### src/rtl/core/scc_pkg.sv
// Types, constants and helper functions shared by the spherical converter.
`timescale 1ns / 1ps
package scc_pkg;

  localparam int DATA_WIDTH = 32;
  localparam int VW         = 44;   // working width, 8 guard bits
  localparam int AW         = 35;   // angle width, 24 fraction bits
  localparam int KW         = 30;   // gain constant width
  localparam int GUARD      = 8;

  localparam logic [KW-1:0] INV_GAIN = 30'd652032874;

  // unsigned angle reduction, Q16 degrees
  localparam logic [32:0] DEG360_U   = 33'd23592960;
  localparam logic [32:0] RED_OFFSET = 33'd2170552320;   // 92 turns

  localparam logic signed [AW-1:0] DEG90_Q16  = 35'sd5898240;
  localparam logic signed [AW-1:0] DEG180_Q16 = 35'sd11796480;
  localparam logic signed [AW-1:0] DEG360_Q16 = 35'sd23592960;
  localparam logic signed [AW-1:0] DEG180_Q24 = 35'sd3019898880;

  localparam logic signed [DATA_WIDTH-1:0] ONE_Q16 = 32'sh0001_0000;

  localparam logic signed [VW-GUARD:0] SAT_HI =
    {{(VW-GUARD+1-DATA_WIDTH+1){1'b0}}, {(DATA_WIDTH-1){1'b1}}};
  localparam logic signed [VW-GUARD:0] SAT_LO =
    {{(VW-GUARD+1-DATA_WIDTH+1){1'b1}}, {(DATA_WIDTH-1){1'b0}}};

  // atan(2^-i) in degrees, 24 fraction bits
  localparam logic [29:0] ATAN_TAB [0:31] = '{
    30'd754974720, 30'd445687602, 30'd235489089, 30'd119537938, 30'd60000934,
    30'd30029717, 30'd15018523, 30'd7509719, 30'd3754917, 30'd1877466,
    30'd938734, 30'd469367, 30'd234684, 30'd117342, 30'd58671, 30'd29335,
    30'd14668, 30'd7334, 30'd3667, 30'd1833, 30'd917, 30'd458, 30'd229,
    30'd115, 30'd57, 30'd29, 30'd14, 30'd7, 30'd4, 30'd2, 30'd1, 30'd0
  };

  // degain step positions
  localparam int DG_PRE  = 0;
  localparam int DG_MID  = 1;
  localparam int DG_POST = 2;

  typedef enum logic {
    MODE_P2C = 1'b0,
    MODE_C2P = 1'b1
  } mode_t;

  typedef struct packed {
    logic signed [DATA_WIDTH-1:0] coord_a;
    logic signed [DATA_WIDTH-1:0] coord_b;
    logic signed [DATA_WIDTH-1:0] coord_c;
    logic [1:0]                   values_given;
  } coord_t;

  typedef struct packed {
    logic signed [DATA_WIDTH-1:0] out_a;
    logic signed [DATA_WIDTH-1:0] out_b;
    logic signed [DATA_WIDTH-1:0] out_c;
  } result_t;

  typedef struct packed {
    mode_t                        mode;
    logic signed [DATA_WIDTH-1:0] a;
    logic signed [DATA_WIDTH-1:0] b;
    logic signed [DATA_WIDTH-1:0] c;
    logic [32:0]                  ua;
    logic [32:0]                  ub;
  } prep_t;

  typedef struct packed {
    mode_t                mode;
    logic                 skip;
    logic                 neg1;
    logic                 neg2;
    logic signed [VW-1:0] x;
    logic signed [VW-1:0] y;
    logic signed [VW-1:0] hold;
    logic signed [AW-1:0] z;
    logic signed [AW-1:0] ang2;
    logic signed [AW-1:0] az;
  } work_t;

  typedef struct packed {
    logic                 neg;
    logic signed [AW-1:0] ang;
  } fold_t;

  // [0,360) -> [-90,90] with half-turn flag, result in 24 fraction bits
  function automatic fold_t fold_angle(input logic [32:0] m);
    logic signed [AW-1:0] s;
    fold_t f;
    s = $signed({2'b00, m});
    if (s > DEG180_Q16) s = s - DEG360_Q16;
    f.neg = 1'b0;
    if (s > DEG90_Q16) begin
      s = s - DEG180_Q16;
      f.neg = 1'b1;
    end else if (s < -DEG90_Q16) begin
      s = s + DEG180_Q16;
      f.neg = 1'b1;
    end
    f.ang = s <<< GUARD;
    return f;
  endfunction

  // round half up to Q16 and saturate
  function automatic logic signed [DATA_WIDTH-1:0] round_sat(input logic signed [VW-1:0] v);
    logic signed [VW:0]       t;
    logic signed [VW-GUARD:0] r;
    t = $signed({v[VW-1], v}) + $signed((VW+1)'(128));
    r = t[VW:GUARD];
    if (r > SAT_HI)      round_sat = SAT_HI[DATA_WIDTH-1:0];
    else if (r < SAT_LO) round_sat = SAT_LO[DATA_WIDTH-1:0];
    else                 round_sat = r[DATA_WIDTH-1:0];
  endfunction

endpackage

### src/rtl/core/scc_cordic_stage.sv
// One registered CORDIC micro-rotation, rotation or vectoring by item mode.
`timescale 1ns / 1ps
module scc_cordic_stage import scc_pkg::*; #(
  parameter int SHIFT = 0
) (
  input  logic  clk,
  input  logic  rst,
  input  logic  in_valid,
  output logic  in_ready,
  input  work_t in_work,
  output logic  out_valid,
  input  logic  out_ready,
  output work_t out_work
);

  logic                 plus;
  logic signed [VW-1:0] dx, dy;
  logic signed [AW-1:0] at;
  work_t                nx;

  assign in_ready = !out_valid || out_ready;

  always_comb begin
    // rotation drives z to zero, vectoring drives y to zero
    plus = (in_work.mode == MODE_P2C) ? !in_work.z[AW-1] : in_work.y[VW-1];
    dx   = in_work.y >>> SHIFT;
    dy   = in_work.x >>> SHIFT;
    at   = $signed({{(AW-30){1'b0}}, ATAN_TAB[SHIFT]});
    nx   = in_work;
    if (plus) begin
      nx.x = in_work.x - dx;
      nx.y = in_work.y + dy;
      nx.z = in_work.z - at;
    end else begin
      nx.x = in_work.x + dx;
      nx.y = in_work.y - dy;
      nx.z = in_work.z + at;
    end
  end

  always_ff @(posedge clk) begin
    if (rst) out_valid <= 1'b0;
    else if (in_ready) out_valid <= in_valid;
    if (in_ready && in_valid) out_work <= nx;
  end

endmodule

### config.mk
export PLATFORM = sky130hd
export DESIGN_NAME = scc_cordic_stage
export DESIGN_NICKNAME = d
export VERILOG_FILES = /design/src/rtl/core/scc_pkg.sv /design/src/rtl/core/scc_cordic_stage.sv
export SDC_FILE = /design/constraint.sdc
export NUM_CORES = 1
export LEC_CHECK = 0
export BUFFER_PORTS_ARGS = -buffer_cell sky130_fd_sc_hd__buf_2
export CORE_ASPECT_RATIO = 1.25
export CORE_MARGIN = 10
export CORE_UTILIZATION = 45
export DETAILED_ROUTE_END_ITERATION = 8
export PLACE_DENSITY = 0.73
export SLEW_MARGIN = 5
export SYNTH_ARGS = -nofsm -noshare
export SYNTH_HDL_FRONTEND = slang
export SYNTH_SLANG_ARGS = --single-unit
### constraint.sdc
create_clock -name clk -period 14.3 [get_ports clk]
set_input_delay 1.43 -clock clk [delete_from_list [all_inputs] [get_ports clk]]
set_output_delay 1.43 -clock clk [all_outputs]
set_load 0.01 [all_outputs]
# Yosys cells after proc, flatten, opt, wreduce, memory -nomap -nowiden
# Index checks and enable logic that the tools add are counted.
[op_classes] addsub=5 n_mux=3 reduce_logical=4
[op_table] cell="$mux W88" n=1
[op_table] cell="$sub A44 B44 Y44" n=2
[op_table] cell="$add A44 B44 Y44" n=1
[op_table] cell="$add A35 B31 Y35 const B" n=1
[op_table] cell="$mux W35" n=1
[op_table] cell="$sub A35 B31 Y35 const B" n=1
[op_table] cell="$logic_not A1 Y1" n=2
[op_table] cell="$logic_and A1 B1 Y1" n=1
[op_table] cell="$logic_or A1 B1 Y1" n=1
[op_table] cell="$mux W1" n=1
[word_totals] reg_bits=242 in_bits=245 output_inout_bits=243

# Logic depth before layout (Yosys ltp)
[logic_depth] depth_word=3 mapped_depth=16 mapped_depth_nobuf=13

# Least setup slack after synthesis
# Ideal clock, no wire load.
[synth_path] kind="input-to-reg" startpoint="in out_ready" endpoint="reg out_work[0] in the netlist's numbering (enable)" setup_ns=0.632 t_arrival_ns=7.109 slack_ns=6.559 stages=2 path_buffers=0 path_cell_list="nand2b_1 and2_1"
[synth_via] elab_chain_cells=2
[synth_rtl] item="start, declared" line="scc_cordic_stage.sv:12" source="input logic out_ready,"
[synth_rtl] item="$logic_or A1 B1 Y1" line="scc_cordic_stage.sv:21" source="assign in_ready = !out_valid || out_ready;"
[synth_rtl] item="$logic_and A1 B1 Y1" line="scc_cordic_stage.sv:44" source="if (in_ready && in_valid) out_work <= nx;"
[synth_rtl] item="end signal, assigned" line="scc_cordic_stage.sv:44"
[synth_rtl] item="end, declared" line="scc_cordic_stage.sv:13" source="output work_t out_work"
# No other way between the ends.
# A chain may end at the register's enable or synchronous reset.

==> results by group <==
Status
  – Result of the run: finished clean

Timing
  – Unrepaired setup endpoints after global routing: no
  – Fin Clk Skew: 0.0139 ns
  – Total of endpoints with negative setup slack in the final report: 0
  – Crit path time final: 4.92 ns
  – Slew at the pin closest to its max-slew limit: 1.12 ns
  – Maximum operating frequency: 203 MHz
  – Worst slew margin relative to its limit: 0.232
  – Setup_tns: 0 ns
  – Worst Hold Slack: 0.704 ns
  – Final cycle utilization of the critical path: 0.344
  – Final Hold Viols: 0
  – Final critical-path setup slack: 9.38 ns
  – Number of slew-limit violations in the final report: 0

Critical path
  – Worst reg2reg setup slack: 11.18 ns
  – CP cell instances: buf_2 > inv_1 > ha_1 > and4_1 > inv_1 > a2111oi_0 > or4_1 > a31oi_1 > o31a_2 > o21ai_0 > o21ai_1 > xnor2_1
  – Max incr delay on CP: 0.99 ns
  – Kind of capture point of the worst setup path: flop
  – Critical path startpoint category: input pin
  – Critical Path Fanout Max: 14
  – Cell family with the largest share of critical-path delay: compound AO/OA/AOI/OAI gates
  – Required time reported for the critical path endpoint: 14.60 ns
  – CP Class: input pin to flop
  – Crit path arrival time: 5.22 ns
  – Critical R2R Launch: out_valid
  – Slowest stage cell, crit path: a2111oi_0
  – Crit path buf inv count: 3
  – Reg2reg end: out_work[24]
  – Crit-path most repeated cell: inv_1
  – Count of cells along the worst register-to-register path: 4

Place
  – Placer Congestion: 0.989
  – Pre-CTS setup slack: 8.88 ns
  – Inst Count DP: 2471
  – Half-perimeter wire length after placement: 55000 um
  – Number of buffers inserted by port buffering: 487

Route
  – DR vias: 14702
  – Average via count per standard cell: 5.82
  – Number of design rule violations left after detail routing: 0
  – 1st-iter DRT viols: 1342
  – DR pass1 iterations: 5
  – Residual antenna-violating net count after detailed routing: 0
  – DRT Wirelength: 67500 um
  – Avg WL per Cell: 26.7 um

Global routing
  – Number of global-route vias before repair: 14547
  – Wire length of the first global-routing pass: 96100 um
  – Initial antenna violation count: 16
  – Maximum number of pins on one net before global-route repair: 76
  – Overall global routing resource usage: 0.291
  – Total congestion overflow after global routing: 0

Clock network
  – H-tree levels: 1
  – Root buffer cell: clkbuf_16
  – Buffer count from post-CTS setup fixing: 0
  – Number of buffers created by CTS: 25
  – Number of hold buffers added after cts: 0
  – Clock transition time at the flip-flop clock pins of the worst setup and hold paths: 0.07 ns
  – Total number of clock tree sinks: 241
  – Latest clock arrival within the worst-skew pair: 0.57 ns
  – CTS Buffer Depth: 3
  – Clock tree from TritonCTS: done
  – Post-CTS Resized: 0

Layout
  – # nets final: 2427
  – Count of fill cells added during filler insertion: 3238
  – Area growth, synth to finish: 22.8%
  – Layout cells sized above 1: 0.281
  – Final Instance Count excl. Fillers: 2527
  – Final Util: 0.557

Hold path
  – End point of the most critical hold path: out_valid
  – Class of the worst hold path: flop to flop
  – Worst min-delay path startpoint: out_valid
  – Depth of the worst hold-timing path: 2

Floorplan
  – I/O pin count: 488
  – Initial standard-cell utilization of the core: 0.454
  – Row Count: 77
  – Core area: 35300 um^2
  – Die ar.: 43500 um^2
  – Width of the die: 189 um
  – Die height: 231 um

Logic synthesis
  – Distinct cell type count after synthesis: 83
  – Post-synthesis instance area: 16000 um^2
  – Most used flip-flop cell after synthesis: edfxtp_1
  – Dominant cells by area after synthesis: edfxtp_1 45%, ha_1 12%, a21oi_1 5.6%
  – Synthesized instance count: 1567
  – Post-synthesis area per instance: 10.2 um^2
  – Synthesized flop and latch total: 241
  – Proportion of netlist area held by the largest area contributor: 0.451
  – Async S/R FF share, synth: 0
  – Count leader, synth: edfxtp_1
  – Number of flops mapped to enable cells by yosys: 240
  – Ranking of synthesized cells by instance count: 240 x edfxtp_1, 178 x a21oi_1, 154 x ha_1
  – Warnings from Yosys: 0
  – Register area share after synthesis: 0.452
  – Net Count, Synth: 1970
  – Cell type contributing the most total cell area after synthesis: edfxtp_1

Flow run
  – Maximum capacitance violations: 0

Power
  – Leakage power of the design: 8.53 nW
  – Maximum vdd drop: 0.0820 mV
  – Total power divided by cell area: 112 nW/um^2
[power breakdown]
group          leakage, nW  internal (W)  switching [W]  total [W]
Sequential            2.33      0.000870      0.0000202   0.000891
Combinational         5.80      0.000220       0.000411   0.000631
Clock                0.403      0.000384       0.000298   0.000682
Total                 8.53       0.00147       0.000729    0.00220
[stage by stage]
| stage | area, um^2 | total power, W |
|---|---|---|
| finish | 19600 | 0.00220 |
| global route | 19600 | 0.00229 |
| CTS | 19600 | 0.00221 |
| detailed placement | 18800 | 0.00152 |
| global placement | 18800 | 0.00152 |
| floorplan | 16000 | 0.00128 |
[how the worst max path moves through the flow]
stage	start	cells past startpoint	endpoint	slack [ns]
6_report	in_work[167]	12	out_work[192]	9.38
5_1_grt	in_work[166]	12	out_work[192]	9.19
4_1_cts	in_work[166]	12	out_work[192]	9.47
3_5_place_dp	in_work[166]	12	out_work[192]	8.88
3_3_place_gp	in_work[166]	12	out_work[192]	8.87
2_1_floorplan	out_ready	2	out_work[0]	6.56
[final cells by class]
| class | instances | area [um^2] | area share |
|---|---|---|---|
| clock inverter | 16 | 185 | 0.00943 |
| tap | 474 | 593 | 0.0302 |
| sequential | 241 | 7230 | 0.368 |
| inverter | 138 | 518 | 0.0264 |
| multi-input combinational | 1124 | 7950 | 0.405 |
| antenna | 11 | 27.5 | 0.00140 |
| timing repair buffer | 494 | 2490 | 0.127 |
| clock buffer | 29 | 651 | 0.0331 |
[metal layers]
metal / GRT usage / wire length, um
met1: 0.330 / 24700
met4: 0.130 / 3040
met2: 0.514 / 34200
met5: 0 / 57
met3: 0.0640 / 5450
[cell usage in the layout (no fill, tap or decap), types with 8 or more instances in the layout]
cell type	count
xnor2_1	87
diode_2	11
or4_1	10
buf_2	487
edfxtp_1	240
inv_1	135
nor2b_1	18
nor3_1	26
nor4_1	9
o21a_1	15
o21ai_0	103
nand3_1	27
a211oi_1	8
o21ai_1	14
mux2i_1	19
a21o_1	29
a21oi_1	178
clkbuf_16	25
nand2_1	90
or3_1	9
nand2b_1	11
o211ai_1	15
o31ai_1	20
o221ai_1	8
nand4_1	18
xor2_1	8
ha_1	154
o21bai_1	24
nor2_1	97
[worst register-to-register path, cell delays in order, from the launching register on]
cell and delay (ns):
dfxtp_1 0.31, nand2b_1 0.17, and2_4 0.56, buf_4 0.81
buf_4 0.86
[cells by family after synthesis]
group / after synthesis / share of synthesized area
AOI/OAI and AO/OA: 501 / 0.200
xor gates and xnor gates: 95 / 0.0520
adders and majority gates: 158 / 0.125
buffers and inverters: 202 / 0.0515
DFF: 241 / 0.452
muxes: 20 / 0.0126
and+or+nand+nor: 350 / 0.107
[flip-flops by register name, summed over array words and instances, names as in the netlist]
name,cells
out_work,240
out_valid,1
Note: power is estimated with default switching activity, not from simulation.
