**config.mk**
```make
export PLATFORM = sky130hd
export DESIGN_NAME = scc_degain
export DESIGN_NICKNAME = d
export VERILOG_FILES = /design/src/rtl/core/scc_pkg.sv /design/src/rtl/core/scc_degain.sv
export SDC_FILE = /design/constraint.sdc
export NUM_CORES = 2
export LEC_CHECK = 0
export ABC_AREA = 0
export BUFFER_PORTS_ARGS = -buffer_cell sky130_fd_sc_hd__buf_2
export CAP_MARGIN = 40
export CORE_MARGIN = 5
export CORE_UTILIZATION = 55
export DETAILED_ROUTE_END_ITERATION = 7
export PLACE_DENSITY = 0.75
export SETUP_SLACK_MARGIN = 0.15
export SYNTH_ARGS = -nofsm -noshare
export SYNTH_HDL_FRONTEND = slang
export SYNTH_SLANG_ARGS = --single-unit
```
**constraint.sdc**
```tcl
create_clock -name clk -period 28.5 [get_ports clk]
set_clock_uncertainty 0.15 [all_clocks]
set_input_delay 5.7 -clock clk [delete_from_list [all_inputs] [get_ports clk]]
set_output_delay 5.7 -clock clk [all_outputs]
set_load 0.02 [all_outputs]
```
**src/rtl/core/scc_pkg.sv**
```systemverilog
// Types, constants and helper functions shared by the spherical converter.
`timescale 1ns / 1ps
package scc_pkg;

  localparam int DATA_WIDTH = 32;
  localparam int VW         = 44;   // working width, 8 guard bits
  localparam int AW         = 35;   // angle width, 24 fraction bits
  localparam int KW         = 30;   // gain constant width
  localparam int GUARD      = 8;

  localparam logic [KW-1:0] INV_GAIN = 30'd652032874;

  // unsigned angle reduction, Q16 degrees
  localparam logic [32:0] DEG360_U   = 33'd23592960;
  localparam logic [32:0] RED_OFFSET = 33'd2170552320;   // 92 turns

  localparam logic signed [AW-1:0] DEG90_Q16  = 35'sd5898240;
  localparam logic signed [AW-1:0] DEG180_Q16 = 35'sd11796480;
  localparam logic signed [AW-1:0] DEG360_Q16 = 35'sd23592960;
  localparam logic signed [AW-1:0] DEG180_Q24 = 35'sd3019898880;

  localparam logic signed [DATA_WIDTH-1:0] ONE_Q16 = 32'sh0001_0000;

  localparam logic signed [VW-GUARD:0] SAT_HI =
    {{(VW-GUARD+1-DATA_WIDTH+1){1'b0}}, {(DATA_WIDTH-1){1'b1}}};
  localparam logic signed [VW-GUARD:0] SAT_LO =
    {{(VW-GUARD+1-DATA_WIDTH+1){1'b1}}, {(DATA_WIDTH-1){1'b0}}};

  // atan(2^-i) in degrees, 24 fraction bits
  localparam logic [29:0] ATAN_TAB [0:31] = '{
    30'd754974720, 30'd445687602, 30'd235489089, 30'd119537938, 30'd60000934,
    30'd30029717, 30'd15018523, 30'd7509719, 30'd3754917, 30'd1877466,
    30'd938734, 30'd469367, 30'd234684, 30'd117342, 30'd58671, 30'd29335,
    30'd14668, 30'd7334, 30'd3667, 30'd1833, 30'd917, 30'd458, 30'd229,
    30'd115, 30'd57, 30'd29, 30'd14, 30'd7, 30'd4, 30'd2, 30'd1, 30'd0
  };

  // degain step positions
  localparam int DG_PRE  = 0;
  localparam int DG_MID  = 1;
  localparam int DG_POST = 2;

  typedef enum logic {
    MODE_P2C = 1'b0,
    MODE_C2P = 1'b1
  } mode_t;

  typedef struct packed {
    logic signed [DATA_WIDTH-1:0] coord_a;
    logic signed [DATA_WIDTH-1:0] coord_b;
    logic signed [DATA_WIDTH-1:0] coord_c;
    logic [1:0]                   values_given;
  } coord_t;

  typedef struct packed {
    logic signed [DATA_WIDTH-1:0] out_a;
    logic signed [DATA_WIDTH-1:0] out_b;
    logic signed [DATA_WIDTH-1:0] out_c;
  } result_t;

  typedef struct packed {
    mode_t                        mode;
    logic signed [DATA_WIDTH-1:0] a;
    logic signed [DATA_WIDTH-1:0] b;
    logic signed [DATA_WIDTH-1:0] c;
    logic [32:0]                  ua;
    logic [32:0]                  ub;
  } prep_t;

  typedef struct packed {
    mode_t                mode;
    logic                 skip;
    logic                 neg1;
    logic                 neg2;
    logic signed [VW-1:0] x;
    logic signed [VW-1:0] y;
    logic signed [VW-1:0] hold;
    logic signed [AW-1:0] z;
    logic signed [AW-1:0] ang2;
    logic signed [AW-1:0] az;
  } work_t;

  typedef struct packed {
    logic                 neg;
    logic signed [AW-1:0] ang;
  } fold_t;

  // [0,360) -> [-90,90] with half-turn flag, result in 24 fraction bits
  function automatic fold_t fold_angle(input logic [32:0] m);
    logic signed [AW-1:0] s;
    fold_t f;
    s = $signed({2'b00, m});
    if (s > DEG180_Q16) s = s - DEG360_Q16;
    f.neg = 1'b0;
    if (s > DEG90_Q16) begin
      s = s - DEG180_Q16;
      f.neg = 1'b1;
    end else if (s < -DEG90_Q16) begin
      s = s + DEG180_Q16;
      f.neg = 1'b1;
    end
    f.ang = s <<< GUARD;
    return f;
  endfunction

  // round half up to Q16 and saturate
  function automatic logic signed [DATA_WIDTH-1:0] round_sat(input logic signed [VW-1:0] v);
    logic signed [VW:0]       t;
    logic signed [VW-GUARD:0] r;
    t = $signed({v[VW-1], v}) + $signed((VW+1)'(128));
    r = t[VW:GUARD];
    if (r > SAT_HI)      round_sat = SAT_HI[DATA_WIDTH-1:0];
    else if (r < SAT_LO) round_sat = SAT_LO[DATA_WIDTH-1:0];
    else                 round_sat = r[DATA_WIDTH-1:0];
  endfunction

endpackage

```
**src/rtl/core/scc_degain.sv**
```systemverilog
// Two-stage CORDIC gain correction with per-position set-up of the next pass.
`timescale 1ns / 1ps
module scc_degain import scc_pkg::*; #(
  parameter int STEP = 0
) (
  input  logic  clk,
  input  logic  rst,
  input  logic  in_valid,
  output logic  in_ready,
  input  work_t in_work,
  output logic  out_valid,
  input  logic  out_ready,
  output work_t out_work
);

  logic                a_valid;
  work_t               a_work;
  logic                a_neg;
  logic [VW-1:0]       a_hi;
  logic [2*KW-1:0]     a_lo;
  logic                a_ready, b_ready;
  logic [VW-1:0]       mag_in;
  logic [VW-1:0]       mag;
  logic signed [VW-1:0] dg, h;
  work_t               b_next;

  assign b_ready  = !out_valid || out_ready;
  assign a_ready  = !a_valid || b_ready;
  assign in_ready = a_ready;
  assign mag_in   = in_work.x[VW-1] ? VW'(-in_work.x) : VW'(in_work.x);

  always_ff @(posedge clk) begin
    if (rst) a_valid <= 1'b0;
    else if (a_ready) a_valid <= in_valid;
    if (a_ready && in_valid) begin
      a_work <= in_work;
      a_neg  <= in_work.x[VW-1];
      a_hi   <= {{KW{1'b0}}, mag_in[VW-1:KW]} * {{(VW-KW){1'b0}}, INV_GAIN};
      a_lo   <= {{KW{1'b0}}, mag_in[KW-1:0]} * {{KW{1'b0}}, INV_GAIN};
    end
  end

  always_comb begin
    mag    = a_hi + {{(VW-KW){1'b0}}, a_lo[2*KW-1:KW]};
    dg     = a_neg ? -$signed(mag) : $signed(mag);
    h      = a_work.skip ? '0 : dg;
    b_next = a_work;
    if (STEP == DG_PRE) begin
      if (a_work.mode == MODE_P2C) b_next.x = a_work.neg1 ? -dg : dg;
    end else if (STEP == DG_MID) begin
      if (a_work.mode == MODE_P2C) begin
        b_next.hold = a_work.y;
        b_next.x    = a_work.neg2 ? -dg : dg;
        b_next.y    = '0;
        b_next.z    = a_work.ang2;
      end else begin
        b_next.az   = a_work.skip ? '0 : a_work.z;
        b_next.x    = h;
        b_next.y    = a_work.hold;
        b_next.z    = '0;
        b_next.skip = (h == '0) && (a_work.hold == '0);
      end
    end else begin
      if (a_work.mode == MODE_C2P) begin
        b_next.x = h;
        b_next.z = a_work.skip ? '0 : a_work.z;
      end
    end
  end

  always_ff @(posedge clk) begin
    if (rst) out_valid <= 1'b0;
    else if (b_ready) out_valid <= a_valid;
    if (b_ready && a_valid) out_work <= b_next;
  end

endmodule

```
Word-level counts from Yosys, hierarchy flattened
Index checks and enable logic that the tools add are counted.
{ "totals": {"ramBits": 0, "in_bits": 245, "regBits": 587, "wordCells": 41, "romBits": 0, "latch_bits": 0, "memories": 0} }
{ "classes": {"n_mux": 4, "multipliers": 2, "reduce_logical": 6, "bitwise_logic": 0, "div": 0, "n_shift": 0, "n_eq_ne": 0, "addsub": 4, "order_cmp": 0} }
{ "ops": {"columns": ["operator", "count"], "rows": [
  ["$mux W44", 4],
  ["$neg A44 Y44", 3],
  ["$mul A30 B29 Y59 const B", 1],
  ["$add A44 B30 Y44", 1],
  ["$mul A14 B29 Y43 const B", 1],
  ["$logic_and A1 B1 Y1", 2],
  ["$logic_not A1 Y1", 2],
  ["$logic_or A1 B1 Y1", 2]
]} }

Longest topological paths before layout
{ "depth": {"ltp_word": 6, "depth_mapped": 37} }

Least setup slack after synthesis
No wires, ideal clock.
{ "synth_path": {"path_type": "in2reg", "start": "input port out_ready", "end": "register out_work[0] in the netlist's numbering, enable pin", "n_path_buf": 0, "arrival_time_ns": 16.408, "slack_ns": 11.066, "required_ns": 27.474, "path_stages": 2, "setup_time_ns": 0.876, "path_cell_list": "nor2b_1 nor2b_1"} }
{ "synth_between": {"elab_chain_len": 2} }
{ "synth_lines": {"columns": ["element", "line", "text"], "rows": [
  ["start: declaration", "scc_degain.sv:12", "input logic out_ready,"],
  ["$logic_or A1 B1 Y1", "scc_degain.sv:27", "assign b_ready = !out_valid || out_ready;"],
  ["$logic_and A1 B1 Y1", "scc_degain.sv:74", "if (b_ready && a_valid) out_work <= b_next;"],
  ["end signal: assignment", "scc_degain.sv:74", null],
  ["end: declaration", "scc_degain.sv:13", "output work_t out_work"]
]} }
Every way passes these cells.
A chain may end at the register's enable or synchronous reset.

Worst setup path in the final report
{ "layout_path": {"start": "input port in_work[203] in the netlist's numbering", "end": "register a_hi[43], data pin"} }
{ "layout_between": {"elab_chain_len": 3} }
{ "layout_lines": {"columns": ["element", "line", "text"], "rows": [
  ["start: declaration", "scc_degain.sv:10", "input work_t in_work,"],
  ["$neg A44 Y44", "scc_degain.sv:30", "assign mag_in = in_work.x[VW-1] ? VW'(-in_work.x) : VW'(in_work.x);"],
  ["$mux W44", "scc_degain.sv:30", null],
  ["$mul A14 B29 Y43", "scc_degain.sv:38", "a_hi <= {{KW{1'b0}}, mag_in[VW-1:KW]} * {{(VW-KW){1'b0}}, INV_GAIN};"],
  ["end signal: assignment", "scc_degain.sv:38", null],
  ["end: declaration", "scc_degain.sv:19", "logic [VW-1:0] a_hi;"]
]} }
Every way passes these cells.

==> metrics.cfg <==
[cts]
clock-sinks = 557
clockBufferDepth = 3
cts_buffers = 54
cts-root-buf = clkbuf_16
post_cts_buffers = 0
post_cts_resized = 0
cts_tree = yes
htree_levels = 2
cts_hold_buf = 0
clkLatencyLatePin_ns = 0.61
clk_pin_slew_ns = 0.06

[yosys]
synthArstFlopShare = 0
synth_mux_area_frac = 0.00211
ys_seq_area_frac = 0.367
syn_nets = 5061
synth_compound_area_frac = 0.0720
yosys.area_share.simple = 0.0592
post_synth_fa_ha_maj_area_fraction = 0.385
syn_area_per_cell_um2 = 12.2
synth_seq_cells = 557
netlist_area_um2 = 45600
syn_inst = 3747
synth_cell_type_count = 87
ys_warn_count = 0
ys.flop_type = edfxtp_1
synth_edf_count = 555
synth_xor_area_frac = 0.0454
synth_top_family_by_area = adder cells

[die]
die_y_um = 298
die-area_um2 = 88700
num_rows = 105
start_util = 0.555
fp.coreArea_um2 = 82100
io_pins = 488
die_w_um = 298

[setup_path]
cp.arrival_ns = 16.48
crit_path_start_kind = input port
crit_path_max_incr_delay_ns = 0.58
worstPathRequired_ns = 28.70
cp-end-kind = register
cp_max_fo = 6
crit_type = in -> reg
cp_common_cell = fa_1
slowest_stage = fa_1

[route]
vias_per_cell = 5.58
drt_pre_antenna_iters = 5
routed_wl_um = 126000
antenna_left = 0
wl_per_cell_um = 23.2
drc_errors = 0
via_count = 30200
drtIter0Drc = 2246

[timing]
hold_viol = 0
slew_headroom = 0.304
rsz0062_at_grt = false
setup_viol = 0
fin_crit_ns = 16.29
fin_tns_setup_ns = 0
layout_worst_path_cycle_share = 0.572
fmax_mhz = 61.4
fin_hold_ws_ns = 0.250
worstMarginPinSlew_ns = 1.04
slew_viol_final = 0

[placement]
dp_hpwl_um = 106000
port_buffers = 487
place_congestion = 1.02

[final_layout]
drive_above_1_share = 0.152
nNetsFinal = 5606
area_delta_synth_final_pct = 12.9

[global_routing]
grt_pass1_wl_um = 189000
grt_antenna_before_repair = 25
grt_max_degree = 180
grt_pass1_vias = 30700
grt.overflow.total = 0
grt_usage = 0.281

[min_path]
hold_path.class = reg -> reg

[outcome]
outcome = complete, no violations

[run]
cap_violations = 0

synthesized netlist by cell type, types with 9 or more instances:
| cell | n | area (um^2) |
|---|---|---|
| a211oi_1 | 16 | 120 |
| o211ai_1 | 12 | 90.1 |
| clkbuf_1 | 44 | 165 |
| and3_1 | 21 | 131 |
| nand3_1 | 40 | 200 |
| a21oi_1 | 100 | 500 |
| inv_1 | 795 | 2980 |
| or2_2 | 11 | 68.8 |
| o21ai_0 | 125 | 626 |
| o21a_1 | 22 | 165 |
| nor2_1 | 123 | 462 |
| nor3_1 | 44 | 220 |
| edfxtp_1 | 555 | 16700 |
| nand4_1 | 27 | 169 |
| or4_1 | 10 | 75.1 |
| xor2_1 | 65 | 569 |
| fa_1 | 556 | 11100 |
| and2_1 | 15 | 93.8 |
| or3_1 | 21 | 131 |
| o31ai_1 | 21 | 158 |
| a21o_1 | 55 | 413 |
| a31oi_1 | 15 | 93.8 |
| o21ai_1 | 9 | 45.0 |
| xnor2_1 | 167 | 1460 |
| nor4_1 | 20 | 125 |
| ha_1 | 513 | 6420 |
| nand2_1 | 152 | 571 |
| o21bai_1 | 16 | 120 |
| nor2b_1 | 15 | 93.8 |
| o41ai_1 | 17 | 149 |
metrics by stage:
stage               area [um^2]  worst slack [ns]  std cells   util
floorplan                 45600             11.07       3747      -
global placement          49500             11.86       5297  0.603
detailed placement        49700             11.73       5306  0.605
CTS                       51400             12.31       5406  0.627
global route              51500             11.65       5410  0.627
finish                    51500             12.21       5419  0.627
metal layers:
metal | GRT usage | vias to the layer above | part of all wire
met3 | 0.0641 | 175 | 0.089
met5 | 0 | - | 0.00087
met2 | 0.472 | 1195 | 0.48
met4 | 0.0651 | 16 | 0.026
li1 | - | 13700 | -
met1 | 0.376 | 15100 | 0.40
worst paths after layout:
path	from	end	slack (ns)	depth (start not counted)
setup / recovery	in_work[203]	a_hi[43]	12.21	36
hold / removal	a_work[16]	out_work[16]	0.25	0
setup reg to reg	a_hi[1]	out_work[236]	21.68	16
hold reg to reg	a_work[16]	out_work[16]	0.25	0
flip-flops by register name, summed over array words and instances, names as in the netlist:
name       count
a_hi          43
a_lo          30
a_valid        1
a_work       241
out_valid      1
out_work     241
logic make-up after synthesis:
| logic type | count (synthesis) |
|---|---|
| AOI/OAI and AO/OA | 492 |
| xor gates and xnor gates | 234 |
| buffers and inverters | 844 |
| adders and majority gates | 1069 |
| DFF | 557 |
| and+or+nand+nor | 542 |
| muxes | 9 |
layout make-up:
type,instances,area (um^2)
Antenna cell,13,32.5
Sequential cell,557,16700
Tap cell,1070,1340
Clock buffer,67,1420
Fill cell,6335,30600
Multi-Input combinational cell,2346,25700
Timing Repair Buffer,538,2910
Clock inverter,33,349
Inverter,795,2980
cell usage in the layout (no fill, tap or decap), drive strengths merged, types with 16 or more instances in the layout:
cell type,n
a21oi,100
o21a,22
clkinv,25
xor2,66
a211oi,18
inv,796
nand2,152
or3,21
o31ai,22
nor4,20
edfxtp,555
nand3,40
o41ai,18
nor3,45
a21o,55
nand4,28
and3,21
clkbuf,67
ha,513
fa,556
nor2,123
xnor2,167
o21bai,16
o21ai,134
buf,538
critical path, delay by kind of cell:
family	cells	cell delay [ns]
fa+ha+maj	7	3.19
xor+xnor	2	0.52
simple gates	11	4.19
buf+inv	5	0.44
compound gates	11	2.43
Power is not shown: default switching activity piles up to over one toggle a cycle in this logic, so the estimate is an artifact.
