$ cat src/rtl/core/scc_pkg.sv
// Types, constants and helper functions shared by the spherical converter.
`timescale 1ns / 1ps
package scc_pkg;

  localparam int DATA_WIDTH = 32;
  localparam int VW         = 44;   // working width, 8 guard bits
  localparam int AW         = 35;   // angle width, 24 fraction bits
  localparam int KW         = 30;   // gain constant width
  localparam int GUARD      = 8;

  localparam logic [KW-1:0] INV_GAIN = 30'd652032874;

  // unsigned angle reduction, Q16 degrees
  localparam logic [32:0] DEG360_U   = 33'd23592960;
  localparam logic [32:0] RED_OFFSET = 33'd2170552320;   // 92 turns

  localparam logic signed [AW-1:0] DEG90_Q16  = 35'sd5898240;
  localparam logic signed [AW-1:0] DEG180_Q16 = 35'sd11796480;
  localparam logic signed [AW-1:0] DEG360_Q16 = 35'sd23592960;
  localparam logic signed [AW-1:0] DEG180_Q24 = 35'sd3019898880;

  localparam logic signed [DATA_WIDTH-1:0] ONE_Q16 = 32'sh0001_0000;

  localparam logic signed [VW-GUARD:0] SAT_HI =
    {{(VW-GUARD+1-DATA_WIDTH+1){1'b0}}, {(DATA_WIDTH-1){1'b1}}};
  localparam logic signed [VW-GUARD:0] SAT_LO =
    {{(VW-GUARD+1-DATA_WIDTH+1){1'b1}}, {(DATA_WIDTH-1){1'b0}}};

  // atan(2^-i) in degrees, 24 fraction bits
  localparam logic [29:0] ATAN_TAB [0:31] = '{
    30'd754974720, 30'd445687602, 30'd235489089, 30'd119537938, 30'd60000934,
    30'd30029717, 30'd15018523, 30'd7509719, 30'd3754917, 30'd1877466,
    30'd938734, 30'd469367, 30'd234684, 30'd117342, 30'd58671, 30'd29335,
    30'd14668, 30'd7334, 30'd3667, 30'd1833, 30'd917, 30'd458, 30'd229,
    30'd115, 30'd57, 30'd29, 30'd14, 30'd7, 30'd4, 30'd2, 30'd1, 30'd0
  };

  // degain step positions
  localparam int DG_PRE  = 0;
  localparam int DG_MID  = 1;
  localparam int DG_POST = 2;

  typedef enum logic {
    MODE_P2C = 1'b0,
    MODE_C2P = 1'b1
  } mode_t;

  typedef struct packed {
    logic signed [DATA_WIDTH-1:0] coord_a;
    logic signed [DATA_WIDTH-1:0] coord_b;
    logic signed [DATA_WIDTH-1:0] coord_c;
    logic [1:0]                   values_given;
  } coord_t;

  typedef struct packed {
    logic signed [DATA_WIDTH-1:0] out_a;
    logic signed [DATA_WIDTH-1:0] out_b;
    logic signed [DATA_WIDTH-1:0] out_c;
  } result_t;

  typedef struct packed {
    mode_t                        mode;
    logic signed [DATA_WIDTH-1:0] a;
    logic signed [DATA_WIDTH-1:0] b;
    logic signed [DATA_WIDTH-1:0] c;
    logic [32:0]                  ua;
    logic [32:0]                  ub;
  } prep_t;

  typedef struct packed {
    mode_t                mode;
    logic                 skip;
    logic                 neg1;
    logic                 neg2;
    logic signed [VW-1:0] x;
    logic signed [VW-1:0] y;
    logic signed [VW-1:0] hold;
    logic signed [AW-1:0] z;
    logic signed [AW-1:0] ang2;
    logic signed [AW-1:0] az;
  } work_t;

  typedef struct packed {
    logic                 neg;
    logic signed [AW-1:0] ang;
  } fold_t;

  // [0,360) -> [-90,90] with half-turn flag, result in 24 fraction bits
  function automatic fold_t fold_angle(input logic [32:0] m);
    logic signed [AW-1:0] s;
    fold_t f;
    s = $signed({2'b00, m});
    if (s > DEG180_Q16) s = s - DEG360_Q16;
    f.neg = 1'b0;
    if (s > DEG90_Q16) begin
      s = s - DEG180_Q16;
      f.neg = 1'b1;
    end else if (s < -DEG90_Q16) begin
      s = s + DEG180_Q16;
      f.neg = 1'b1;
    end
    f.ang = s <<< GUARD;
    return f;
  endfunction

  // round half up to Q16 and saturate
  function automatic logic signed [DATA_WIDTH-1:0] round_sat(input logic signed [VW-1:0] v);
    logic signed [VW:0]       t;
    logic signed [VW-GUARD:0] r;
    t = $signed({v[VW-1], v}) + $signed((VW+1)'(128));
    r = t[VW:GUARD];
    if (r > SAT_HI)      round_sat = SAT_HI[DATA_WIDTH-1:0];
    else if (r < SAT_LO) round_sat = SAT_LO[DATA_WIDTH-1:0];
    else                 round_sat = r[DATA_WIDTH-1:0];
  endfunction

endpackage

$ cat src/rtl/core/scc_finish.sv
// Output register: result mapping, rounding and saturation.
`timescale 1ns / 1ps
module scc_finish import scc_pkg::*; (
  input  logic    clk,
  input  logic    rst,
  input  logic    in_valid,
  output logic    in_ready,
  input  work_t   in_work,
  output logic    out_valid,
  input  logic    out_stall,
  output result_t out_item
);

  result_t nx;

  assign in_ready = !out_valid || !out_stall;

  always_comb begin
    if (in_work.mode == MODE_P2C) begin
      nx.out_a = round_sat(in_work.y);
      nx.out_b = round_sat(in_work.x);
      nx.out_c = round_sat(in_work.hold);
    end else begin
      nx.out_a = round_sat(VW'(in_work.az));
      nx.out_b = round_sat(VW'(in_work.z));
      nx.out_c = round_sat(in_work.x);
    end
  end

  always_ff @(posedge clk) begin
    if (rst) out_valid <= 1'b0;
    else if (in_ready) out_valid <= in_valid;
    if (in_ready && in_valid) out_item <= nx;
  end

endmodule

$ cat config.mk
export PLATFORM = sky130hd
export DESIGN_NAME = scc_finish
export DESIGN_NICKNAME = d
export VERILOG_FILES = /design/src/rtl/core/scc_pkg.sv /design/src/rtl/core/scc_finish.sv
export SDC_FILE = /design/constraint.sdc
export NUM_CORES = 1
export LEC_CHECK = 0
export BUFFER_PORTS_ARGS = -buffer_cell sky130_fd_sc_hd__buf_2
export CAP_MARGIN = 20
export CORE_MARGIN = 1.5
export CORE_UTILIZATION = 40
export CTS_BUF_LIST = sky130_fd_sc_hd__clkbuf_2
export DETAILED_ROUTE_END_ITERATION = 6
export PLACE_DENSITY = 0.77
export SLEW_MARGIN = 40
export SYNTH_ARGS = -nofsm -noshare
export SYNTH_HDL_FRONTEND = slang
export SYNTH_SLANG_ARGS = --single-unit
export TNS_END_PERCENT = 20
$ cat constraint.sdc
create_clock -name clk -period 4.9 [get_ports clk]
set_input_delay 0.245 -clock clk [delete_from_list [all_inputs] [get_ports clk]]
set_output_delay 0.245 -clock clk [all_outputs]
set_load 0.01 [all_outputs]
### Word-level counts from Yosys, hierarchy flattened

Cells that the tools add are included.

| cells by class | value |
|---|---|
| add/sub/neg operators | 5 |
| $lt $le $gt $ge | 10 |
| reduce and logical (&&, ||, !) cells | 4 |
| muxes and demuxes | 11 |

Operator list:

| cell | number |
|---|---|
| 32-bit two-way mux | 10 |
| 44-bit by 9-bit adder with 45-bit output, second input constant | 3 |
| 37-bit by 32-bit greater-than comparator with 1-bit output, second input constant | 3 |
| 37-bit by 32-bit less-than comparator with 1-bit output, second input constant | 3 |
| 96-bit two-way mux | 1 |
| 35-bit by 9-bit adder with 36-bit output, second input constant | 2 |
| 28-bit by 32-bit greater-than comparator with 1-bit output, second input constant | 2 |
| 28-bit by 32-bit less-than comparator with 1-bit output, second input constant | 2 |
| 1-bit logical NOT | 2 |
| 1-bit logical AND | 1 |
| 1-bit logical OR | 1 |

| storage, ports and cells | value |
|---|---|
| input bits | 245 |
| output and inout bits | 98 |
| bits in registers | 97 |
| logic and storage cells | 34 |

### Logic depth before layout (Yosys ltp)

Gate-level depths: netlist of run 1.

| depth | value |
|---|---|
| depth after elaboration | 5 |
| gate-level depth with buffers | 12 |
| mapped depth without buffers | 8 |

### Least setup slack after synthesis of run 1

OpenSTA, ideal clock, no wires.

| timing path | value |
|---|---|
| kind | flip-flop to flip-flop |
| from | reg out_valid |
| to | reg out_item[0] (netlist name) (enable) |
| stages on the path, launching flop included | 3 |
| setup time | 0.466 ns |
| data arrival time | 2.721 ns |
| path slack | 1.713 ns |
| clock period less this slack | 3.187 ns |
| path buffers | 0 |
| required time | 4.434 ns |
| cells stage by stage | dfxtp_1 -> nand2_1 -> and2_1 |

| on the way | value |
|---|---|
| cells in the longest elaborated chain, start to end | 3 |

RTL lines:

| item | line | text |
|---|---|---|
| from (decl) | scc_finish.sv:9 | `output logic out_valid,` |
| from (signal assigned) | scc_finish.sv:32 | `else if (in_ready) out_valid <= in_valid;` |
| 1-bit logical NOT | scc_finish.sv:16 | `assign in_ready = !out_valid \|\| !out_stall;` |
| 1-bit logical OR | scc_finish.sv:16 |  |
| named net in_ready | scc_finish.sv:7 | `output logic in_ready,` |
| 1-bit logical AND | scc_finish.sv:33 | `if (in_ready && in_valid) out_item <= nx;` |
| to (signal assigned) | scc_finish.sv:33 |  |
| to (decl) | scc_finish.sv:11 | `output result_t out_item` |

The timed path passes the listed nets, and every way through them passes these cells.
A chain may end at the register's enable or synchronous reset.

==> results of run 1 <==
-- power by group through the flow --
stage / logic, mW / clock network [mW] / registers (mW)
3_3_place_gp: 0.501 / 0 / 1.03
2_1_floorplan: 0.226 / 0 / 1.07
4_1_cts: 0.513 / 0.433 / 1.01
6_report: 0.518 / 0.418 / 1.01
5_1_grt: 0.565 / 0.471 / 1.02
3_5_place_dp: 0.509 / 0 / 1.03
-- flip-flops by register name, summed over array words and instances, names as in the netlist --
register	count
out_valid	1
out_item	96
-- layout make-up --
type	count	area share [%]
Multi-Input combinational cell	702	48.20
Sequential cell	97	31.09
Timing Repair Buffer	282	15.68
Tap cell	234	3.136
Clock inverter	7	0.7639
Clock buffer	9	0.4824
Inverter	12	0.4824
Antenna cell	6	0.1608
-- path summary, 6_finish.rpt --
path                startpoint           end  slack [ns]
hold reg to reg      out_valid  out_item[87]        0.93
hold / removal     in_work[80]  out_item[34]        0.07
setup / recovery  in_work[202]  out_item[40]        2.06
setup reg to reg     out_valid  out_item[36]        3.19
-- logic make-up (layout without fill, tap and decap cells) --
family | Yosys count | after routing | share of synthesized area [%]
simple gates | 402 | 402 | 26.66
xor+xnor | 144 | 144 | 16.58
compound gates | 140 | 140 | 13.21
flops | 97 | 97 | 38.15
buf+inv | 56 | 310 | 3.124
mux | 11 | 11 | 1.464
fa+ha+maj | 5 | 5 | 0.8222
other cells | 0 | 6 | 0
-- through the flow --
step           setup slack (ns)  std cells  area [um2]  hold slack, ns  power [mW]
2_1_floorplan             1.713        855        7609          0.3174       1.294
3_3_place_gp              1.474       1323        9134          0.4036       1.533
3_5_place_dp              1.511       1323        9144          0.4036       1.542
4_1_cts                   2.198       1342        9290        0.003211       1.960
5_1_grt                   1.921       1347        9331         0.01951       2.055
6_report                  2.063       1349        9336         0.07304       1.949
-- synthesized netlist by cell type, types with 2 or more instances --
library cell,n,area share [%]
nand3_1,62,4.1
o311ai_0,6,0.69
xor2_1,65,7.5
a21oi_1,18,1.2
o221ai_1,22,2.5
nand4_2,2,0.33
or4_4,2,0.30
nand4_1,42,3.5
clkbuf_1,36,1.8
o21ai_0,36,2.4
inv_1,12,0.59
a211oi_1,2,0.20
buf_2,3,0.20
and2_1,5,0.41
nand2_1,71,3.5
a211o_1,2,0.23
nor4_1,13,1.1
ha_1,5,0.82
o31ai_1,2,0.20
mux2i_1,10,1.3
nor3_1,21,1.4
nor2_1,115,5.7
nor2b_1,2,0.16
nand3b_1,2,0.20
and3_1,26,2.1
nand2b_1,5,0.41
nand4b_1,2,0.23
or3_1,6,0.49
o211ai_1,11,1.1
a21o_1,2,0.20
or2_2,4,0.33
o22a_1,31,3.6
xnor2_1,79,9.1
buf_6,3,0.44
and4_1,17,2.0
edfxtp_1,96,38
-- critical path, cell delays in order --
cell and delay [ns]:
buf_2 0.13, nand4_2 0.15, or4_4 0.58, or2_1 0.33, o31ai_1 0.60, a21oi_2 0.05, buf_4 0.26, or2_2 0.55
o221ai_1 0.35
-- routing by layer --
layer | GRT usage (%) | vias up
li1 | - | 3698
met1 | 28.30 | 3613
met4 | 9.320 | 4
met3 | 5.740 | 44
met2 | 45.84 | 322
met5 | 0 | -
==> out/metrics.csv, run 1 <==
stage,metric,value,unit
status,status,finished clean,
power,vdd_ir_drop_max,110.7,uV
synthesis,postSynthCellCount,855,
power,p_leak,3.475,nW
clocking,htree_levels,3,
timing,max-slew-margin-rel,52.32,%
finish,final_common_cell,buf_2,
global_routing,gr-total-overflow,0,
die,dieArea,19860,um2
timing,finalSetupViolations,0,
detailed_routing,via_per_inst,5.694,
power,switchingPower,630.0,uW
clocking,cts_sinks,97,
finish,finalNetCount,1354,
timing,skew,0.03007,ns
detailed_routing,top_layer,met5,
detailed_routing,drt-initial-drc-count,473,
min_path,hold_depth,3,
worst_setup_path,startpoint_type,input port,
finish,syn2layout_area_growth,22.71,%
finish,regArea,2903,um2
synthesis,ys_warn_count,0,
synthesis,ys_ff_latch,97,
min_path,min_path_type,in2reg,
placed_design,gp_congestion,0.8940,
timing,min_period_over_period,57.91,%
run,drv_cap,0,
synthesis,ys.flop_type,edfxtp_1,
worst_setup_path,crit_arrival,3.27,ns
timing,slew_violations,0,
detailed_routing,met1_length,9.636,mm
finish,fillers,1790,
timing,fin_setup_tns,0,ns
power,pwr-share-seq,52.0,%
detailed_routing,drt-wirelength-per-cell,18.69,um
clocking,cts.repair.resized,0,
clocking,root_buffer,clkbuf_2,
power,pwr-share-comb,26.6,%
finish,post-route-util,49.91,%
placed_design,place.detailed.hpwl,19.51,mm
synthesis,synthDistinctLibCells,53,
synthesis,ys_seq_area_share,38.15,%
worst_setup_path,worstRegToRegCells,3,
clocking,holdBufCountCts,3,
timing,hold_viol,0,
clocking,cts_tree,yes,
global_routing,grt_pass1_vias,7255,
timing,max_freq,352.4,MHz
power,internal-power,1.319,mW
clocking,clk_latency,0.62,ns
global_routing,grt_pass1_wl,38.23,mm
timing,rsz0062_at_grt,no,
global_routing,grt_max_degree,61,
worst_setup_path,crit_path_end_kind,flip-flop,
detailed_routing,vias,7681,
synthesis,netlist_area,7609,um2
power,swShare,32.32,%
placed_design,port-buffer-count,269,
detailed_routing,dr.pass1.iters,7,
clocking,cts_made_buffers,9,
power,p_clk_share,21.5,%
global_routing,antenna_found_initial,8,
timing,tightest_slew,0.7092,ns
die,initial_core_util,40.68,%
synthesis,async_flop_share,0,%
die,die_w,140.9,um
finish,multiInputGateArea,4501,um2
worst_setup_path,cp_max_fo,33,
die,die_y,140.9,um
die,num_rows,50,
clocking,clockBufferDepth,2,
clocking,cts_setup_buffers,0,
power,power_density,208.8,nW/um2
die,pin_count,343,
detailed_routing,met3_length,2.040,mm
synthesis,synth_enable_flop_cells,96,
die,core,18710,um2
finish,layout_common_cells,"buf_2 (269), nor2_1 (115), edfxtp_1 (96)",
detailed_routing,drc,0,
global_routing,grt_use_total,25.03,%
worst_setup_path,crit_type,in2reg,
finish,drive_gt1_share,28.13,%
clocking,clk_pin_slew,0.28,ns
worst_setup_path,cp.required,5.33,ns
synthesis,synth_nets,1105,
synthesis,synth.avg_cell_area,8.899,um2
timing,finalCriticalPeriod,2.837,ns
detailed_routing,ant_nets,0,
detailed_routing,routed_wl,25.21,mm
detailed_routing,wl_met2,12.95,mm
(Power assumes the default switching activity.)
==> inputs of run 2 (changes only) <==
clock period = 2.8 ns   (was 4.9 ns; I/O delays follow)
==> out/metrics.csv, run 2 (synthesis results as in run 1) <==
stage,metric,value,unit
worst_setup_path,crit_arrival,3.12,ns
worst_setup_path,startpoint_type,input port,
finish,stdcell_area,10420,um2
finish,fin_cells,1463,
finish,post-route-util,55.70,%
finish,largest-register,out_item,
global_routing,grt_pass1_vias,8022,
status,status,finished clean,
die,dieArea,19860,um2
placed_design,port-buffer-count,269,
placed_design,place.detailed.hpwl,20.52,mm
timing,max-slew-margin-rel,58.49,%
die,die_w,140.9,um
detailed_routing,met3_length,2.299,mm
detailed_routing,dr.pass1.iters,5,
die,num_rows,50,
timing,slew_violations,0,
clocking,clk_latency,0.59,ns
worst_setup_path,crit_path_end_kind,flip-flop,
placed_design,gp_congestion,0.9429,
power,pwr-share-seq,50.1,%
power,pwr-share-comb,29.3,%
finish,fillers,1679,
worst_setup_path,cp_max_fo,31,
detailed_routing,vias,8305,
detailed_routing,met1_length,10.22,mm
worst_setup_path,crit_chain,"buf_2, nand4_2, or4_4, or2_1, or4_1, a221o_1, nand3_1, buf_12, o221ai_1, dlygate4sd3_1",
worst_setup_path,crit_type,in2reg,
detailed_routing,wl_met2,13.84,mm
finish,finalNetCount,1471,
die,initial_core_util,40.68,%
timing,finalCriticalPeriod,2.774,ns
global_routing,grt_pass1_wl,41.17,mm
timing,hold_viol,0,
worst_setup_path,r2r-end,out_item[79],
placed_design,placedInstanceArea,9619,um2
detailed_routing,via_per_inst,5.677,
global_routing,grt_max_degree,51,
detailed_routing,drc,0,
detailed_routing,routed_wl,27.17,mm
detailed_routing,top_layer,met5,
timing,tightest_slew,0.6169,ns
power,p_clk_share,20.6,%
worst_setup_path,cp.required,3.14,ns
placed_design,dp_cells,1376,
die,pin_count,343,
clocking,clk_pin_slew,0.25,ns
clocking,clockBufferDepth,2,
min_path,hold_depth,3,
worst_setup_path,slowest_stage,dlygate4sd3_1,
detailed_routing,drt-wirelength-per-cell,18.57,um
die,core,18710,um2
timing,finalSetupViolations,0,
global_routing,grt_use_total,26.70,%
finish,syn2layout_area_growth,36.93,%
timing,skew,0.04435,ns
min_path,hold_start,in_work[230],
power,swShare,31.83,%
finish,final_common_cell,buf_2,
worst_setup_path,cpPeakStageDelay,0.59,ns
power,internal-power,2.422,mW
detailed_routing,ant_nets,0,
clocking,cts_setup_buffers,0,
timing,min_period_over_period,99.06,%
global_routing,gr-total-overflow,0,
min_path,min_path_type,in2reg,
clocking,cts_made_buffers,9,
power,vdd_ir_drop_max,253.4,uV
worst_setup_path,reg2reg_slack,1.13,ns
worst_setup_path,r2r-start,out_valid,
worst_setup_path,worstRegToRegCells,3,
die,die_y,140.9,um
global_routing,antenna_found_initial,4,
timing,max_freq,360.5,MHz
power,p_leak,4.032,nW
timing,whs,0.07296,ns
run,drv_cap,0,
clocking,cts_tree,yes,
detailed_routing,drt-initial-drc-count,538,
finish,largest_reg_flops,96,
finish,drive_gt1_share,29.36,%
clocking,root_buffer,clkbuf_2,
clocking,cts_sinks,97,
power,switchingPower,1.130,mW
finish,top_regs,"out_item x96, out_valid x1",
timing,rsz0062_at_grt,no,
clocking,htree_levels,3,
min_path,hold_end,out_item[61],
finish,layout_common_cells,"buf_2 (269), nor2_1 (115), edfxtp_1 (96)",
power,power_density,340.9,nW/um2
-- run 2: worst max-delay path, delay by kind of cell --
family,cells,cell delay [ns]
AOI/OAI and AO/OA,2,0.51
buffers and inverters,3,0.90
and+or+nand+nor,5,1.55
-- run 2: routing by layer --
| metal | up-vias | global-route usage [%] |
|---|---|---|
| met5 | - | 0 |
| li1 | 3921 | - |
| met4 | 2 | 9.375 |
| met3 | 62 | 5.197 |
| met1 | 3898 | 30.41 |
| met2 | 422 | 49.57 |
-- run 2: worst max path at each step --
stage / startpoint / to / slack, ns / cells after the start
floorplan: in_work[201] / out_item[30] / 0.07 / 9
global placement: in_work[201] / out_item[4] / -0.1 / 9
detailed placement: in_work[201] / out_item[4] / -0.14 / 9
CTS: in_work[201] / out_item[58] / 0.12 / 10
global route: in_work[201] / out_item[58] / 0.01 / 13
finish: in_work[202] / out_item[58] / 0.03 / 10
-- run 2: area by class of cell --
cell class / count / area, um2 / share of cell area, %
clock buffers: 11 / 55.05 / 0.5284
well taps: 234 / 292.8 / 2.810
inverters: 12 / 45.04 / 0.4323
clock inverters: 5 / 56.30 / 0.5404
multi-input cells: 702 / 4479 / 42.99
repair buffers: 399 / 2580 / 24.76
flip-flops and latches: 97 / 2903 / 27.86
diodes: 3 / 7.507 / 0.07206
-- run 2: what timing repair did --
item                      in CTS  in global routing
hold endpoints to repair      60                  0
resized for setup              0                  0
hold buffers                  68                  0
-- run 2: stage by stage --
step	setup slack (ns)	power [mW]	setup TNS (ns)
finish	0.02618	3.552	0
global route	0.01389	3.707	0
CTS	0.1203	3.558	0
detailed placement	-0.1379	2.763	-3.940
global placement	-0.09696	2.745	-2.156
floorplan	0.06775	2.261	0
-- run 2: power groups by stage --
stage,logic [mW],clock network [mW],registers [mW]
3_5_place_dp,0.953,0,1.81
5_1_grt,1.13,0.791,1.79
6_report,1.04,0.732,1.78
2_1_floorplan,0.396,0,1.87
4_1_cts,1.03,0.747,1.78
3_3_place_gp,0.933,0,1.81
==> inputs of run 3 (changes only) <==
BUFFER_PORTS_ARGS = -buffer_cell sky130_fd_sc_hd__buf_4   (was -buffer_cell sky130_fd_sc_hd__buf_2)
==> out/metrics.csv, run 3 (synthesis results as in run 1) <==
stage,metric,value,unit
status,status,finished clean,
global_routing,grt_max_degree,51,
clocking,htree_levels,3,
timing,max-slew-margin-rel,58.08,%
die,die_y,140.9,um
placed_design,place.detailed.hpwl,20.78,mm
die,num_rows,50,
placed_design,gp_congestion,0.9629,
detailed_routing,drt-initial-drc-count,752,
placed_design,placedInstanceArea,10240,um2
die,pin_count,343,
finish,syn2layout_area_growth,49.97,%
die,core,18710,um2
detailed_routing,ant_nets,0,
power,vdd_ir_drop_max,181.1,uV
clocking,root_buffer,clkbuf_2,
worst_setup_path,crit_chain,"buf_4, nand4_2, or4_4, or2_1, or4_1, a221o_1, nand3_1, buf_12, o221ai_1, dlygate4sd3_1",
finish,stdcell_area,11410,um2
finish,fillers,1585,
min_path,min_path_type,in2reg,
global_routing,grt_use_total,27.93,%
finish,finalNetCount,1503,
worst_setup_path,cp_num_buf_inv,3,
finish,largest_reg_flops,96,
worst_setup_path,cp_max_fo,31,
timing,finalCriticalPeriod,2.698,ns
worst_setup_path,cp.required,3.19,ns
timing,hold_viol,0,
timing,finalSetupViolations,0,
timing,whs,0.05366,ns
timing,min_period_over_period,96.36,%
global_routing,antenna_found_initial,1,
min_path,hold_start,in_work[143],
worst_setup_path,path_delay_family,simple AND/OR/NAND/NOR gates,
detailed_routing,dr.pass1.iters,5,
clocking,clk_pin_slew,0.26,ns
run,drv_cap,0,
timing,max_freq,370.6,MHz
power,p_leak,4.388,nW
timing,worst_slack,0.1020,ns
detailed_routing,via_per_inst,5.703,
clocking,clockBufferDepth,2,
worst_setup_path,crit_path_start,in_work[201],
power,power_density,326.9,nW/um2
detailed_routing,drc,0,
clocking,cts_setup_buffers,0,
finish,largest-register,out_item,
timing,tightest_slew,0.6288,ns
detailed_routing,routed_wl,28.26,mm
placed_design,dpl_worst_slack,-0.1140,ns
finish,multiInputGateArea,4486,um2
clocking,cts_tree,yes,
die,dieArea,19860,um2
timing,rsz0062_at_grt,no,
clocking,cts_sinks,97,
finish,layout_common_cells,"buf_4 (320), nor2_1 (115), dlygate4sd3_1 (105)",
timing,skew,0.02854,ns
worst_setup_path,crit_path_end_kind,flip-flop,
power,total_power,3.730,mW
worst_setup_path,slowest_stage,dlygate4sd3_1,
timing,slew_violations,0,
finish,drive_gt1_share,28.22,%
clocking,cts_made_buffers,9,
worst_setup_path,crit_type,in2reg,
finish,final_common_cell,buf_4,
finish,regArea,2903,um2
die,die_w,140.9,um
global_routing,grt_pass1_vias,8194,
clocking,clk_latency,0.61,ns
worst_setup_path,r2r-start,out_valid,
detailed_routing,vias,8514,
detailed_routing,drt-wirelength-per-cell,18.93,um
worst_setup_path,crit_arrival,3.09,ns
die,initial_core_util,40.68,%
worst_setup_path,cpPeakStageDelay,0.60,ns
finish,post-route-util,61.00,%
finish,top_regs,"out_item x96, out_valid x1",
worst_setup_path,startpoint_type,input port,
global_routing,gr-total-overflow,0,
placed_design,port-buffer-count,269,
global_routing,grt_pass1_wl,42.85,mm
[run 3: cell types whose count changed in the layout (fill, tap and decap cells not counted), sizes merged]
cell         before  now
clkbuf           11   10
clkinvlp          1    2
diode             3    1
buf             331  326
dlygate4sd3      68  105
[run 3: timing repair]
item | in CTS | in global routing
hold buffers | 104 | 1
setup endpoints to repair | 0 | 6
endpoints found under the hold margin | 83 | 1
gates resized for setup | 0 | 1
[run 3: cell type report]
class / instances / area share [%]
well taps: 234 / 2.566
diodes: 1 / 0.02193
clock buffers: 10 / 0.4386
flip-flops and latches: 97 / 25.44
multi-input cells: 702 / 39.31
inverters: 12 / 0.3947
clock inverters: 6 / 0.5154
repair buffers: 431 / 31.32
[run 3: per-stage QoR]
stage               instances  setup TNS [ns]
floorplan                 855               0
global placement         1371        -0.05242
detailed placement       1371         -0.8316
CTS                      1491               0
global route             1493               0
finish                   1493               0
[run 3: final timing paths]
path                       end  slack, ns  cells past startpoint
setup / recovery  out_item[57]       0.10                     10
hold / removal    out_item[30]       0.05                      4
setup reg to reg  out_item[42]       1.09                      3
hold reg to reg    out_item[0]       1.04                      2
[run 3: power by group]
part / total [mW] / switching, mW / leakage, nW / internal, mW
clock network: 0.723 / 0.521 / 0.0654 / 0.203
registers: 1.79 / 0.0438 / 0.923 / 1.74
logic: 1.22 / 0.590 / 3.40 / 0.629
[run 3: worst reg2reg max path: stages (launching register included)]
cell and delay [ns]:
dfxtp_1 0.39, nand2_1 0.08, and2_4 0.55, buf_4 0.41
[run 3: metal layers]
layer | vias up | global-route usage [%] | wire, um
li1 | 3986 | - | -
met1 | 4005 | 32.50 | 10610
met2 | 454 | 49.99 | 14320
met3 | 69 | 5.673 | 2391
met4 | 0 | 11.62 | 940
met5 | - | 0 | 0
